File: config.mk
export PLATFORM = sky130hd
export DESIGN_NAME = capsule_mesh_strip_generator
export DESIGN_NICKNAME = d
export VERILOG_FILES = /design/src/rtl/core/cms_pkg.sv /design/src/rtl/core/cms_div.sv /design/src/rtl/core/cms_cordic.sv /design/src/rtl/core/cms_mul.sv /design/src/rtl/core/capsule_mesh_strip_generator.sv
export SDC_FILE = /design/constraint.sdc
export NUM_CORES = 2
export LEC_CHECK = 0
export BUFFER_PORTS_ARGS = -buffer_cell sky130_fd_sc_hd__buf_2
export CORE_MARGIN = 2
export CORE_UTILIZATION = 50
export DETAILED_ROUTE_END_ITERATION = 7
export PLACE_DENSITY = 0.66
export SYNTH_ARGS = -nofsm -noshare
export SYNTH_HDL_FRONTEND = slang
export SYNTH_HIERARCHICAL = 1
export SYNTH_SLANG_ARGS = --single-unit
File: constraint.sdc
create_clock -name clk -period 11.9 [get_ports clk]
set_input_delay 2.38 -clock clk [delete_from_list [all_inputs] [get_ports clk]]
set_output_delay 2.38 -clock clk [all_outputs]
set_load 0.005 [all_outputs]
File: src/rtl/core/cms_pkg.sv
`timescale 1ns / 1ps
`default_nettype none
// ----------------------------------------------------------------------------
// cms_pkg
// Shared types, widths and constants of the capsule strip generator.
// ----------------------------------------------------------------------------
package cms_pkg;

  localparam int ANGLE_BITS   = 16;
  localparam int MAX_SECTORS  = 31;
  localparam int MAX_STACKS   = 62;
  localparam int CORDIC_STEPS = 16;
  localparam int TRIG_W       = 20;   // signed Q16 sine/cosine
  localparam int DIV_NUM_W    = 6 + ANGLE_BITS;
  localparam int DIV_DEN_W    = 7;
  localparam int MUL_A_W      = 40;
  localparam int MUL_B_W      = TRIG_W;
  localparam int MUL_P_W      = MUL_A_W + MUL_B_W;
  localparam int COORD_W      = 18;
  localparam int ACC_W        = 28;   // coordinate before saturation

  localparam logic [TRIG_W-1:0] CORDIC_X0 = TRIG_W'(39797);

  // Configuration register indexes.
  localparam logic [1:0] REG_SECTOR_COUNT = 2'd0;
  localparam logic [1:0] REG_STACK_COUNT  = 2'd1;
  localparam logic [1:0] REG_RADIUS       = 2'd2;
  localparam logic [1:0] REG_HALF_HEIGHT  = 2'd3;

  typedef logic signed [TRIG_W-1:0] trig_t;

  // Arctangent of 2^-i as a fraction of a full turn, 32 bits.
  function automatic logic [31:0] atan_turn(input logic [3:0] i);
    logic [31:0] v;
    case (i)
      4'd0:    v = 32'h20000000;
      4'd1:    v = 32'h12E4051E;
      4'd2:    v = 32'h09FB385B;
      4'd3:    v = 32'h051111D4;
      4'd4:    v = 32'h028B0D43;
      4'd5:    v = 32'h0145D7E1;
      4'd6:    v = 32'h00A2F61E;
      4'd7:    v = 32'h00517C55;
      4'd8:    v = 32'h0028BE53;
      4'd9:    v = 32'h00145F2F;
      4'd10:   v = 32'h000A2F98;
      4'd11:   v = 32'h000517CC;
      4'd12:   v = 32'h00028BE6;
      4'd13:   v = 32'h000145F3;
      4'd14:   v = 32'h0000A2FA;
      4'd15:   v = 32'h0000517D;
      default: v = 32'h0;
    endcase
    return v;
  endfunction

endpackage
`default_nettype wire

File: src/rtl/core/cms_div.sv
`timescale 1ns / 1ps
`default_nettype none
// ----------------------------------------------------------------------------
// cms_div
// Restoring divider, one quotient bit per cycle.
// ----------------------------------------------------------------------------
module cms_div (
  input  wire logic                           clk,
  input  wire logic                           rst_n,
  input  wire logic                           start,
  input  wire logic [cms_pkg::DIV_NUM_W-1:0]  num,
  input  wire logic [cms_pkg::DIV_DEN_W-1:0]  den,
  output logic                                done,
  output logic [cms_pkg::DIV_NUM_W-1:0]       quot
);
  import cms_pkg::*;

  localparam int CNT_W = $clog2(DIV_NUM_W);

  logic                   busy_r;
  logic                   done_r;
  logic [CNT_W-1:0]       cnt_r;
  logic [DIV_NUM_W-1:0]   num_r;
  logic [DIV_NUM_W-1:0]   quot_r;
  logic [DIV_DEN_W-1:0]   den_r;
  logic [DIV_DEN_W-1:0]   rem_r;
  logic [DIV_DEN_W:0]     trial;
  logic [DIV_DEN_W:0]     diff;

  assign trial = {rem_r, num_r[DIV_NUM_W-1]};
  assign diff  = trial - {1'b0, den_r};

  always_ff @(posedge clk) begin
    if (!rst_n) begin
      busy_r <= 1'b0;
      done_r <= 1'b0;
      cnt_r  <= '0;
    end else begin
      done_r <= busy_r && !start && (cnt_r == CNT_W'(DIV_NUM_W - 1));
      if (start) begin
        busy_r <= 1'b1;
        cnt_r  <= '0;
        num_r  <= num;
        den_r  <= den;
        rem_r  <= '0;
        quot_r <= '0;
      end else if (busy_r) begin
        num_r <= {num_r[DIV_NUM_W-2:0], 1'b0};
        if (!diff[DIV_DEN_W]) begin
          rem_r  <= diff[DIV_DEN_W-1:0];
          quot_r <= {quot_r[DIV_NUM_W-2:0], 1'b1};
        end else begin
          rem_r  <= trial[DIV_DEN_W-1:0];
          quot_r <= {quot_r[DIV_NUM_W-2:0], 1'b0};
        end
        cnt_r <= cnt_r + 1'b1;
        if (cnt_r == CNT_W'(DIV_NUM_W - 1)) begin
          busy_r <= 1'b0;
        end
      end
    end
  end

  assign done = done_r;
  assign quot = quot_r;

endmodule
`default_nettype wire

File: src/rtl/core/cms_cordic.sv
`timescale 1ns / 1ps
`default_nettype none
// ----------------------------------------------------------------------------
// cms_cordic
// Iterative rotation CORDIC, one micro-rotation per cycle, then quadrant fix.
// ----------------------------------------------------------------------------
module cms_cordic (
  input  wire logic                            clk,
  input  wire logic                            rst_n,
  input  wire logic                            start,
  input  wire logic [cms_pkg::ANGLE_BITS-1:0]  phase,
  output logic                                 done,
  output cms_pkg::trig_t                       cos_q,
  output cms_pkg::trig_t                       sin_q
);
  import cms_pkg::*;

  logic                busy_r;
  logic                done_r;
  logic [3:0]          iter_r;
  logic [1:0]          quad_r;
  trig_t               x_r;
  trig_t               y_r;
  logic signed [32:0]  z_r;
  trig_t               cos_r;
  trig_t               sin_r;
  logic [31:0]         turn;
  trig_t               dx;
  trig_t               dy;
  trig_t               x_nxt;
  trig_t               y_nxt;
  logic signed [32:0]  z_nxt;
  logic signed [32:0]  ang;

  assign turn = {phase, {(32 - ANGLE_BITS){1'b0}}};
  assign dx   = y_r >>> iter_r;
  assign dy   = x_r >>> iter_r;
  assign ang  = $signed({1'b0, atan_turn(iter_r)});

  always_comb begin
    if (!z_r[32]) begin
      x_nxt = x_r - dx;
      y_nxt = y_r + dy;
      z_nxt = z_r - ang;
    end else begin
      x_nxt = x_r + dx;
      y_nxt = y_r - dy;
      z_nxt = z_r + ang;
    end
  end

  always_ff @(posedge clk) begin
    if (!rst_n) begin
      busy_r <= 1'b0;
      done_r <= 1'b0;
      iter_r <= '0;
    end else begin
      done_r <= busy_r && !start && (iter_r == 4'(CORDIC_STEPS - 1));
      if (start) begin
        busy_r <= 1'b1;
        iter_r <= '0;
        quad_r <= turn[31:30];
        x_r    <= CORDIC_X0;
        y_r    <= '0;
        z_r    <= $signed({3'b000, turn[29:0]});
      end else if (busy_r) begin
        x_r    <= x_nxt;
        y_r    <= y_nxt;
        z_r    <= z_nxt;
        iter_r <= iter_r + 1'b1;
        if (iter_r == 4'(CORDIC_STEPS - 1)) begin
          busy_r <= 1'b0;
          case (quad_r)
            2'd0:    begin cos_r <= x_nxt;  sin_r <= y_nxt;  end
            2'd1:    begin cos_r <= -y_nxt; sin_r <= x_nxt;  end
            2'd2:    begin cos_r <= -x_nxt; sin_r <= -y_nxt; end
            default: begin cos_r <= y_nxt;  sin_r <= -x_nxt; end
          endcase
        end
      end
    end
  end

  assign done  = done_r;
  assign cos_q = cos_r;
  assign sin_q = sin_r;

endmodule
`default_nettype wire

File: src/rtl/core/cms_mul.sv
`timescale 1ns / 1ps
`default_nettype none
// ----------------------------------------------------------------------------
// cms_mul
// Signed shift-add multiplier, one multiplier bit per cycle.
// ----------------------------------------------------------------------------
module cms_mul (
  input  wire logic                                clk,
  input  wire logic                                rst_n,
  input  wire logic                                start,
  input  wire logic signed [cms_pkg::MUL_A_W-1:0]  a,
  input  wire logic signed [cms_pkg::MUL_B_W-1:0]  b,
  output logic                                     done,
  output logic signed [cms_pkg::MUL_P_W-1:0]       p
);
  import cms_pkg::*;

  localparam int CNT_W = $clog2(MUL_B_W);

  logic                       busy_r;
  logic                       done_r;
  logic [CNT_W-1:0]           cnt_r;
  logic signed [MUL_P_W-1:0]  acc_r;
  logic signed [MUL_P_W-1:0]  a_r;
  logic [MUL_B_W-1:0]         b_r;

  always_ff @(posedge clk) begin
    if (!rst_n) begin
      busy_r <= 1'b0;
      done_r <= 1'b0;
      cnt_r  <= '0;
    end else begin
      done_r <= busy_r && !start && (cnt_r == CNT_W'(MUL_B_W - 1));
      if (start) begin
        busy_r <= 1'b1;
        cnt_r  <= '0;
        acc_r  <= '0;
        a_r    <= MUL_P_W'(a);
        b_r    <= b;
      end else if (busy_r) begin
        // The top multiplier bit carries negative weight.
        if (b_r[0]) begin
          if (cnt_r == CNT_W'(MUL_B_W - 1)) acc_r <= acc_r - a_r;
          else                              acc_r <= acc_r + a_r;
        end
        a_r   <= a_r <<< 1;
        b_r   <= b_r >> 1;
        cnt_r <= cnt_r + 1'b1;
        if (cnt_r == CNT_W'(MUL_B_W - 1)) begin
          busy_r <= 1'b0;
        end
      end
    end
  end

  assign done = done_r;
  assign p    = acc_r;

endmodule
`default_nettype wire

File: src/rtl/core/capsule_mesh_strip_generator.sv
`timescale 1ns / 1ps
`default_nettype none
// ----------------------------------------------------------------------------
// capsule_mesh_strip_generator
// Emits the vertices of one quad strip of a UV capsule mesh per input item.
// ----------------------------------------------------------------------------
//  channel | ports                                   | direction
//  --------+-----------------------------------------+----------
//  in      | in_valid, in_stall, in_strip_index      | item in
//  out     | out_valid, out_stall, out_pos_x/y/z,    | item out
//          | out_last_vertex, out_bad_strip          |
//  cfg     | cfg_we, cfg_index, cfg_wdata            | write only
//
// One strip item takes many cycles. A shared divider, a shared CORDIC and
// a shared serial multiplier do all arithmetic in turn. A bad strip index
// yields a single flagged item. Reset is synchronous and active low; it
// restores the register defaults. A stalled output item is held in the
// output register while the sequencer keeps computing the next vertex;
// input is stalled until a strip is done.
// ----------------------------------------------------------------------------
module capsule_mesh_strip_generator (
  input  wire logic                         clk,
  input  wire logic                         rst_n,
  input  wire logic                         in_valid,
  output logic                              in_stall,
  input  wire logic [5:0]                   in_strip_index,
  output logic                              out_valid,
  input  wire logic                         out_stall,
  output logic signed [17:0]                out_pos_x,
  output logic signed [17:0]                out_pos_y,
  output logic signed [17:0]                out_pos_z,
  output logic                              out_last_vertex,
  output logic                              out_bad_strip,
  input  wire logic                         cfg_we,
  input  wire logic [1:0]                   cfg_index,
  input  wire logic [15:0]                  cfg_wdata
);
  import cms_pkg::*;

  typedef enum logic [2:0] {
    S_IDLE, S_PDIV, S_PCOR, S_TDIV, S_TCOR, S_MUL, S_OUT
  } state_t;

  // Configuration registers.
  logic [4:0]   sec_cfg_r;
  logic [5:0]   stk_cfg_r;
  logic [15:0]  radius_r;
  logic [15:0]  hh_r;

  always_ff @(posedge clk) begin
    if (!rst_n) begin
      sec_cfg_r <= 5'd16;
      stk_cfg_r <= 6'd16;
      radius_r  <= 16'd256;
      hh_r      <= 16'd256;
    end else if (cfg_we) begin
      case (cfg_index)
        REG_SECTOR_COUNT: sec_cfg_r <= cfg_wdata[4:0];
        REG_STACK_COUNT:  stk_cfg_r <= cfg_wdata[5:0];
        REG_RADIUS:       radius_r  <= cfg_wdata;
        REG_HALF_HEIGHT:  hh_r      <= cfg_wdata;
        default:          ;
      endcase
    end
  end

  // Counts clamped into their useful ranges.
  logic [4:0] sec_sat;
  logic [5:0] stk_sat;

  always_comb begin
    if (sec_cfg_r < 5'd3)                   sec_sat = 5'd3;
    else if (sec_cfg_r > 5'(MAX_SECTORS))   sec_sat = 5'(MAX_SECTORS);
    else                                    sec_sat = sec_cfg_r;
    if (stk_cfg_r < 6'd2)                   stk_sat = 6'd2;
    else if (stk_cfg_r > 6'(MAX_STACKS))    stk_sat = 6'(MAX_STACKS);
    else                                    stk_sat = stk_cfg_r;
  end

  // Sequencer state.
  state_t                     state_r;
  logic                       go_r;
  logic                       go_nxt;
  logic [4:0]                 sec_r;
  logic [5:0]                 stk_r;
  logic [5:0]                 lat_r;
  logic                       cyl_r;
  logic                       top_r;
  logic                       bad_r;
  logic [4:0]                 lon_r;
  logic                       k_r;
  logic [2:0]                 mstep_r;
  trig_t                      cp_r;
  trig_t                      sp_r;
  trig_t                      ct_r;
  trig_t                      st_r;
  logic signed [MUL_P_W-1:0]  p_r;
  logic signed [ACC_W-1:0]    x_r;
  logic signed [ACC_W-1:0]    y_r;
  logic signed [ACC_W-1:0]    z_r;

  // Output register.
  logic                       out_valid_r;
  logic signed [COORD_W-1:0]  out_x_r;
  logic signed [COORD_W-1:0]  out_y_r;
  logic signed [COORD_W-1:0]  out_z_r;
  logic                       out_last_r;
  logic                       out_bad_r;

  // Shared units.
  logic                        div_done;
  logic [DIV_NUM_W-1:0]        div_quot;
  logic [DIV_NUM_W-1:0]        div_num;
  logic [DIV_DEN_W-1:0]        div_den;
  logic                        cor_done;
  trig_t                       cor_cos;
  trig_t                       cor_sin;
  logic                        mul_done;
  logic signed [MUL_P_W-1:0]   mul_p;
  logic signed [MUL_A_W-1:0]   mul_a;
  trig_t                       mul_b;
  logic [5:0]                  lat_k;

  assign lat_k = lat_r + {5'd0, k_r};

  always_comb begin
    if (state_r == S_TDIV) begin
      div_num = {lat_k, {ANGLE_BITS{1'b0}}};
      div_den = {stk_r, 1'b0};
    end else begin
      div_num = {1'b0, lon_r, {ANGLE_BITS{1'b0}}};
      div_den = {2'b00, sec_r};
    end
  end

  always_comb begin
    case (mstep_r)
      3'd1:    begin mul_a = p_r[MUL_A_W-1:0];                 mul_b = st_r; end
      3'd2:    begin mul_a = $signed({24'd0, radius_r});       mul_b = sp_r; end
      3'd3:    begin mul_a = p_r[MUL_A_W-1:0];                 mul_b = st_r; end
      3'd4:    begin mul_a = $signed({24'd0, radius_r});       mul_b = ct_r; end
      default: begin mul_a = $signed({24'd0, radius_r});       mul_b = cp_r; end
    endcase
  end

  cms_div u_div (
    .clk   (clk),
    .rst_n (rst_n),
    .start (go_r && (state_r == S_PDIV || state_r == S_TDIV)),
    .num   (div_num),
    .den   (div_den),
    .done  (div_done),
    .quot  (div_quot)
  );

  cms_cordic u_cordic (
    .clk   (clk),
    .rst_n (rst_n),
    .start (go_r && (state_r == S_PCOR || state_r == S_TCOR)),
    .phase (div_quot[ANGLE_BITS-1:0]),
    .done  (cor_done),
    .cos_q (cor_cos),
    .sin_q (cor_sin)
  );

  cms_mul u_mul (
    .clk   (clk),
    .rst_n (rst_n),
    .start (go_r && state_r == S_MUL),
    .a     (mul_a),
    .b     (mul_b),
    .done  (mul_done),
    .p     (mul_p)
  );

  // Round half up at bit 16 and at bit 32 (floor shift after the bias).
  logic signed [MUL_P_W-1:0]  p_rnd16;
  logic signed [MUL_P_W-1:0]  p_rnd32;
  logic signed [ACC_W-1:0]    r16;
  logic signed [ACC_W-1:0]    r32;
  logic signed [ACC_W-1:0]    hh_pos;
  logic signed [ACC_W-1:0]    off;

  assign p_rnd16 = mul_p + MUL_P_W'(64'd32768);
  assign p_rnd32 = mul_p + MUL_P_W'(64'd2147483648);
  assign r16     = p_rnd16[ACC_W+15:16];
  assign r32     = p_rnd32[ACC_W+31:32];
  assign hh_pos  = $signed({12'd0, hh_r});
  assign off     = top_r ? hh_pos : -hh_pos;

  function automatic logic signed [COORD_W-1:0] sat(input logic signed [ACC_W-1:0] v);
    logic signed [COORD_W-1:0] r;
    if (v > ACC_W'(131071))       r = COORD_W'(131071);
    else if (v < -ACC_W'(131072)) r = -COORD_W'(131072);
    else                          r = v[COORD_W-1:0];
    return r;
  endfunction

  logic out_free;
  logic last_lon;
  logic in_acc;

  assign out_free = !out_valid_r || !out_stall;
  assign last_lon = (lon_r == sec_r);
  assign in_acc   = in_valid && !in_stall;

  // A shared unit is started in the same cycle in which the sequencer enters
  // the step that owns it.
  always_comb begin
    case (state_r)
      S_IDLE:         go_nxt = in_acc && (in_strip_index <= stk_sat);
      S_PDIV, S_TDIV: go_nxt = div_done;
      S_PCOR, S_TCOR: go_nxt = cor_done;
      S_MUL:          go_nxt = mul_done && (cyl_r ? (mstep_r == 3'd0) : (mstep_r != 3'd4));
      S_OUT:          go_nxt = out_free && !bad_r && (k_r ? !last_lon : !cyl_r);
      default:        go_nxt = 1'b0;
    endcase
  end

  always_ff @(posedge clk) begin
    if (!rst_n) begin
      state_r     <= S_IDLE;
      go_r        <= 1'b0;
      out_valid_r <= 1'b0;
      lon_r       <= '0;
      k_r         <= 1'b0;
      mstep_r     <= '0;
      bad_r       <= 1'b0;
      cyl_r       <= 1'b0;
      top_r       <= 1'b0;
    end else begin
      go_r <= go_nxt;
      // In S_OUT the output register is refilled whenever it drains.
      if (out_valid_r && !out_stall && state_r != S_OUT) out_valid_r <= 1'b0;
      case (state_r)
        S_IDLE: begin
          if (in_acc) begin
            sec_r <= sec_sat;
            stk_r <= stk_sat;
            lon_r <= '0;
            k_r   <= 1'b0;
            cyl_r <= (in_strip_index == {1'b0, stk_sat[5:1]});
            top_r <= (in_strip_index < {1'b0, stk_sat[5:1]});
            lat_r <= (in_strip_index < {1'b0, stk_sat[5:1]}) ? in_strip_index
                                                              : in_strip_index - 6'd1;
            if (in_strip_index > stk_sat) begin
              bad_r   <= 1'b1;
              x_r     <= '0;
              y_r     <= '0;
              z_r     <= '0;
              state_r <= S_OUT;
            end else begin
              bad_r   <= 1'b0;
              state_r <= S_PDIV;
            end
          end
        end
        S_PDIV: begin
          if (div_done) begin
            state_r <= S_PCOR;
          end
        end
        S_PCOR: begin
          if (cor_done) begin
            cp_r    <= cor_cos;
            sp_r    <= cor_sin;
            mstep_r <= 3'd0;
            k_r     <= 1'b0;
            state_r <= cyl_r ? S_MUL : S_TDIV;
          end
        end
        S_TDIV: begin
          if (div_done) begin
            state_r <= S_TCOR;
          end
        end
        S_TCOR: begin
          if (cor_done) begin
            ct_r    <= cor_cos;
            st_r    <= cor_sin;
            mstep_r <= 3'd0;
            state_r <= S_MUL;
          end
        end
        S_MUL: begin
          if (mul_done) begin
            p_r <= mul_p;
            if (cyl_r) begin
              if (mstep_r == 3'd0) begin
                x_r     <= r16;
                mstep_r <= 3'd2;
              end else begin
                z_r     <= r16;
                y_r     <= hh_pos;
                state_r <= S_OUT;
              end
            end else begin
              case (mstep_r)
                3'd1:    x_r <= r32;
                3'd3:    z_r <= r32;
                3'd4:    y_r <= r16 + off;
                default: ;
              endcase
              if (mstep_r == 3'd4) begin
                state_r <= S_OUT;
              end else begin
                mstep_r <= mstep_r + 3'd1;
              end
            end
          end
        end
        S_OUT: begin
          if (out_free) begin
            out_valid_r <= 1'b1;
            out_x_r     <= sat(x_r);
            out_y_r     <= sat(y_r);
            out_z_r     <= sat(z_r);
            out_last_r  <= bad_r || (last_lon && k_r);
            out_bad_r   <= bad_r;
            if (bad_r) begin
              state_r <= S_IDLE;
            end else if (!k_r) begin
              k_r <= 1'b1;
              if (cyl_r) begin
                y_r <= -hh_pos;
              end else begin
                state_r <= S_TDIV;
              end
            end else if (last_lon) begin
              state_r <= S_IDLE;
            end else begin
              lon_r   <= lon_r + 5'd1;
              state_r <= S_PDIV;
            end
          end
        end
        default: state_r <= S_IDLE;
      endcase
    end
  end

  assign in_stall        = (state_r != S_IDLE);
  assign out_valid       = out_valid_r;
  assign out_pos_x       = out_x_r;
  assign out_pos_y       = out_y_r;
  assign out_pos_z       = out_z_r;
  assign out_last_vertex = out_last_r;
  assign out_bad_strip   = out_bad_r;

  // A bad strip is always a single item with zero coordinates.
  a_bad_last: assert property (@(posedge clk) disable iff (!rst_n)
    out_valid_r && out_bad_r |-> out_last_r && out_x_r == '0 && out_z_r == '0)
    else $error("bad strip item malformed");

  a_div_owner: assert property (@(posedge clk) disable iff (!rst_n)
    div_done |-> (state_r == S_PDIV || state_r == S_TDIV))
    else $error("divider finished outside a divide step");

  a_cor_owner: assert property (@(posedge clk) disable iff (!rst_n)
    cor_done |-> (state_r == S_PCOR || state_r == S_TCOR))
    else $error("CORDIC finished outside a trig step");

  a_mul_owner: assert property (@(posedge clk) disable iff (!rst_n)
    mul_done |-> state_r == S_MUL)
    else $error("multiplier finished outside a product step");

endmodule
`default_nettype wire
# Word level (Yosys, flattened, before mapping)
# Memories as Yosys holds them, arrays and structs flattened. A register that Yosys moved wholly into a read port is not among the register bits.
# Cells that the tools add are included.
# op_classes
n_bitwise,2
n_reduce_logical,75
n_eq_ne,43
n_addsub,22
muxes,107
order_cmp,13
shifts,2
# op_table
cell,n
$mux 28,19
$mux 60,5
$pmux 20 s3,3
$mux 20,6
$pmux 28 s2,2
$gt 28x18->1 const B,3
$lt 28x18->1 const B,3
$pmux 28 s3,1
$mux 22,3
$mux 33,2
$add 60x32->60 const B,1
$add 60x60->60,1
$mux 3,20
$sub 60x60->60,1
$mux 18,3
$add 44x16->44 const B,1
$add 20x20->20,2
$mux 40,1
$neg 20->20,2
$sshr 20x4->20,2
$sub 20x20->20,2
$mux 5,7
$add 33x33->33,1
$sub 33x33->33,1
57 further kinds,172
# word_totals
input_bits,29
register_bits,664
memories,1
rom_bits,480
output_inout_bits,58
elab_cells,320
# mem_list
memory,depth,word_bits,rd,rd_ports_with_merged_regs,wr,line_no,rtl
(no name shown),16,30,1,1,0,cms_pkg.sv:35,case (i)

# Depth between registers and ports, before layout
# depth
depth_word,7
depth_mapped,25
mapped_depth_nobuf,23

# Cells and area by module
# Netlist, hierarchy kept.
# modules_own_cells
module,area_each_um2,seq_area_each_um2,cells_each,instances
capsule_mesh_strip_generator,16923.7,9519.1,1513,1
cms_cordic,15129.5,4174.0,1719,1
cms_mul,10234.8,4344.2,1044,1
cms_div,2941.6,1881.8,213,1

# Worst setup path after synthesis
# Ideal clock, no wire load.
# synth_timing
kind,input to register
from,input port rst_n
to,"register ct_r[0], enable pin"
n_path_buf,1
required_time_ns,11.348
path_stages,3
t_arrival_ns,6.873
slack_ns,4.475
cell_sequence,clkbuf_1 nand2_1 nor4b_1
# synth_via
elab_chain_cells,1
# synth_lines
element,line_no,rtl
from (decl),capsule_mesh_strip_generator.sv:23,"input wire logic rst_n,"
$reduce_and 3->1 (no source line),n/a,
to (signal assigned),capsule_mesh_strip_generator.sv:279,ct_r <= cor_cos;
to (decl),capsule_mesh_strip_generator.sv:95,trig_t ct_r;
# No other way between the ends.
# A chain may end at the register's enable or synchronous reset.

# Final worst setup path
# layout_timing
from,register u_cordic.iter_r[1]
to,"register u_cordic.sin_r[19], in the netlist u_cordic/sin_q[19] (data pin)"
# layout_via
elab_chain_cells,5
word_cells_on_any_way,11
cone_classes,6 x add/sub; 2 x shift; 3 x mux
# layout_lines
element,line_no,rtl
from (decl),cms_cordic.sv:20,logic [3:0] iter_r;
from (signal assigned),cms_cordic.sv:70,iter_r <= iter_r + 1'b1;
"$sshr 20x4->20, on equally long branches","cms_cordic.sv:36, cms_cordic.sv:37",
"$sub 20x20->20, or another cell as far along",cms_cordic.sv:42,x_nxt = x_r - dx;
$mux 20,cms_cordic.sv:41,if (!z_r[32]) begin
"$neg 20->20, on equally long branches","cms_cordic.sv:77, cms_cordic.sv:76",
$pmux 20 s3 *,cms_cordic.sv:73,case (quad_r)
to (signal assigned),cms_cordic.sv:74,2'd0: begin cos_r <= x_nxt; sin_r <= y_nxt; end
to (signal assigned),cms_cordic.sv:75,2'd1: begin cos_r <= -y_nxt; sin_r <= x_nxt; end
to (signal assigned),cms_cordic.sv:77,default: begin cos_r <= y_nxt; sin_r <= -x_nxt; end
to (decl),cms_cordic.sv:26,trig_t sin_r;
# Mark *: on every way between the ends. The rest lies on a longest branch, timed or not.

==> impl_metrics.toml <==
[outcome]
outcome = "complete, no violations"

[global_routing]
track_usage_pct = 23.5
grt_antenna_before_repair = 0
grt_pass1_vias = 32300
grt_max_degree = 78
grt_pass1_wl_um = 178000
grt-ovfl-total = 0

[critical_path]
critPathRequiredTime_ns = 12.25
cp_max_fo = 67
r2r_slack_ns = 4.73
critPathKind = "flip-flop to flip-flop"
critPathCaptureType = "flip-flop"
worstSetupStartpointType = "flip-flop"
cp.arrival_ns = 7.52

[place]
gp_congestion = 0.934
dpl_cell_area_um2 = 46300
dp_hpwl_um = 80400
dp_worst_setup_slack_ns = 4.86
io_buffers = 86
place_inst = 5567

[die]
die_h_um = 304
io_pins = 87
start_util_pct = 50.2
die_area_um2 = 92400
core_area_um2 = 89600
die_w_um = 304
rows = 110

[layout]
area_growth_pct = 8.64
finalCoreUtilization_pct = 54.6
final_cells = 5707
layout.nets = 4707
antennaDiodeCount = 0
drive_gt1_share_pct = 11.4
final_area_um2 = 48900

[power_and_ir_drop]
power_density_nw_per_um2 = 144
fin_total_pwr_mw = 7.02
leakage_nw = 18.1
ir_drop_mv = 0.101

[timing]
slew_headroom_pct = 22.2
hold_viol_final = 0
drv_slew = 0
rsz0062_at_grt = "false"
post-route-period-util_pct = 60.3
finalWorstSetupSlack_ns = 4.73
worst_clock_skew_ns = 0.0329
max_freq_mhz = 139
whs_ns = 0.437
post-route-min-period_ns = 7.17
final-setup-viol-count = 0
worstMarginPinSlew_ns = 1.16
fin_setup_tns_ns = 0

[clock_network]
cts_setup_buffers = 0
htree_levels = 3
cts_buffer_depth = 3
cts_buffers = 76
root_buffer = "clkbuf_16"
cts.clk_slew.worst_paths_ns = 0.07
cts_sinks = 694
cts_tree = "built"
clkLatencyLatePin_ns = 0.64
cts_resized = 0
cts_hold_buf = 0

[synth]
netlist_area_um2 = 45000
synthCells = 4477
yosysWarnings = 6
avgSynthCellArea_um2 = 10.1

[hold_path]
min_path_type = "flip-flop to flip-flop"

[flow_run]
maxCapViolations = 0

[route]
routedWlPerCell_um = 19.4
avgViaCountPerCell = 6.02
drc = 0
drt-total-wl_um = 111000
postRouteAntennaNets = 0
first_pass_iters = 8
via_count = 34400
drtIter0Drc = 3184
==> where the power goes <==
| group | total [mW] | internal (mW) | switching (mW) |
|---|---|---|---|
| registers | 2.94 | 2.84 | 0.0931 |
| logic | 1.63 | 0.627 | 1.00 |
| clock network | 2.45 | 1.46 | 0.987 |
==> placed cells by master, fill, tap and decap left out, drive strengths merged, types with 50 or more instances in the layout <==
cell type  instances
a21oi            317
ha               203
a21o              92
nand4             64
a31oi             50
o21a              59
buf              132
nor3             108
xor2             158
nand2            343
xnor2            198
nand3             90
nor2b             58
inv              161
and2              64
o21ai            238
mux2             127
mux2i             66
clkbuf           103
edfxtp           584
nor2             453
dfxtp            110
a211oi            63
==> path summary, 6_finish.rpt <==
kind,startpoint,endpoint,cells past startpoint
setup reg to reg,u_cordic/iter_r[1]$_SDFFE_PP0P_,u_cordic/sin_q[19]$_DFFE_PP_,19
setup / recovery,u_cordic/iter_r[1]$_SDFFE_PP0P_,u_cordic/sin_q[19]$_DFFE_PP_,19
hold / removal,u_cordic/cos_q[5]$_DFFE_PP_,ct_r[5]$_DFFE_PP_,0
hold reg to reg,u_cordic/cos_q[5]$_DFFE_PP_,ct_r[5]$_DFFE_PP_,0
==> per-layer routing <==
metal	up-vias	track usage, %	part of all wire [%]	wire (µm)
li1	16600	-	-	-
met1	16500	34.0	47	52100
met5	-	0	0	0
met3	177	2.73	5.4	5980
met2	1023	36.9	45	49800
met4	0	7.47	2.9	3170
==> worst max-delay path, cell delays in order, from the launching register on <==
cell       delay, ns
dfxtp_2         0.31
buf_4           0.65
mux4_1          0.68
mux2_2          0.31
a222oi_1        0.59
o2111a_2        0.34
and3_2          0.20
and2_1          0.16
a21oi_1         0.09
xnor2_1         0.17
ha_1            0.33
and2_1          0.16
a221oi_1        0.69
nand4_1         0.16
o211ai_1        0.17
xor2_1          0.70
nand2_1         0.16
nor4b_1         0.61
o221ai_1        0.22
a2bb2oi_1       0.16
==> cell type report <==
cell class / instances / area, µm²
fill: 7958 / 40700
multi-input combinational: 3406 / 23700
sequential: 694 / 19700
clock buffer: 103 / 2140
tap: 1176 / 1470
timing repair buffer: 132 / 776
inverter: 159 / 612
clock inverter: 37 / 450
==> state kept, by name, summed over array words and instances (netlist names), 22 cells and up <==
register	count
p_r	40
u_cordic/ang	30
u_cordic/z_r	33
u_div/num_r	22
u_mul/a_r	60
u_mul/p	60
x_r	28
y_r	28
z_r	28
Note: power is estimated with default switching activity, not from simulation.
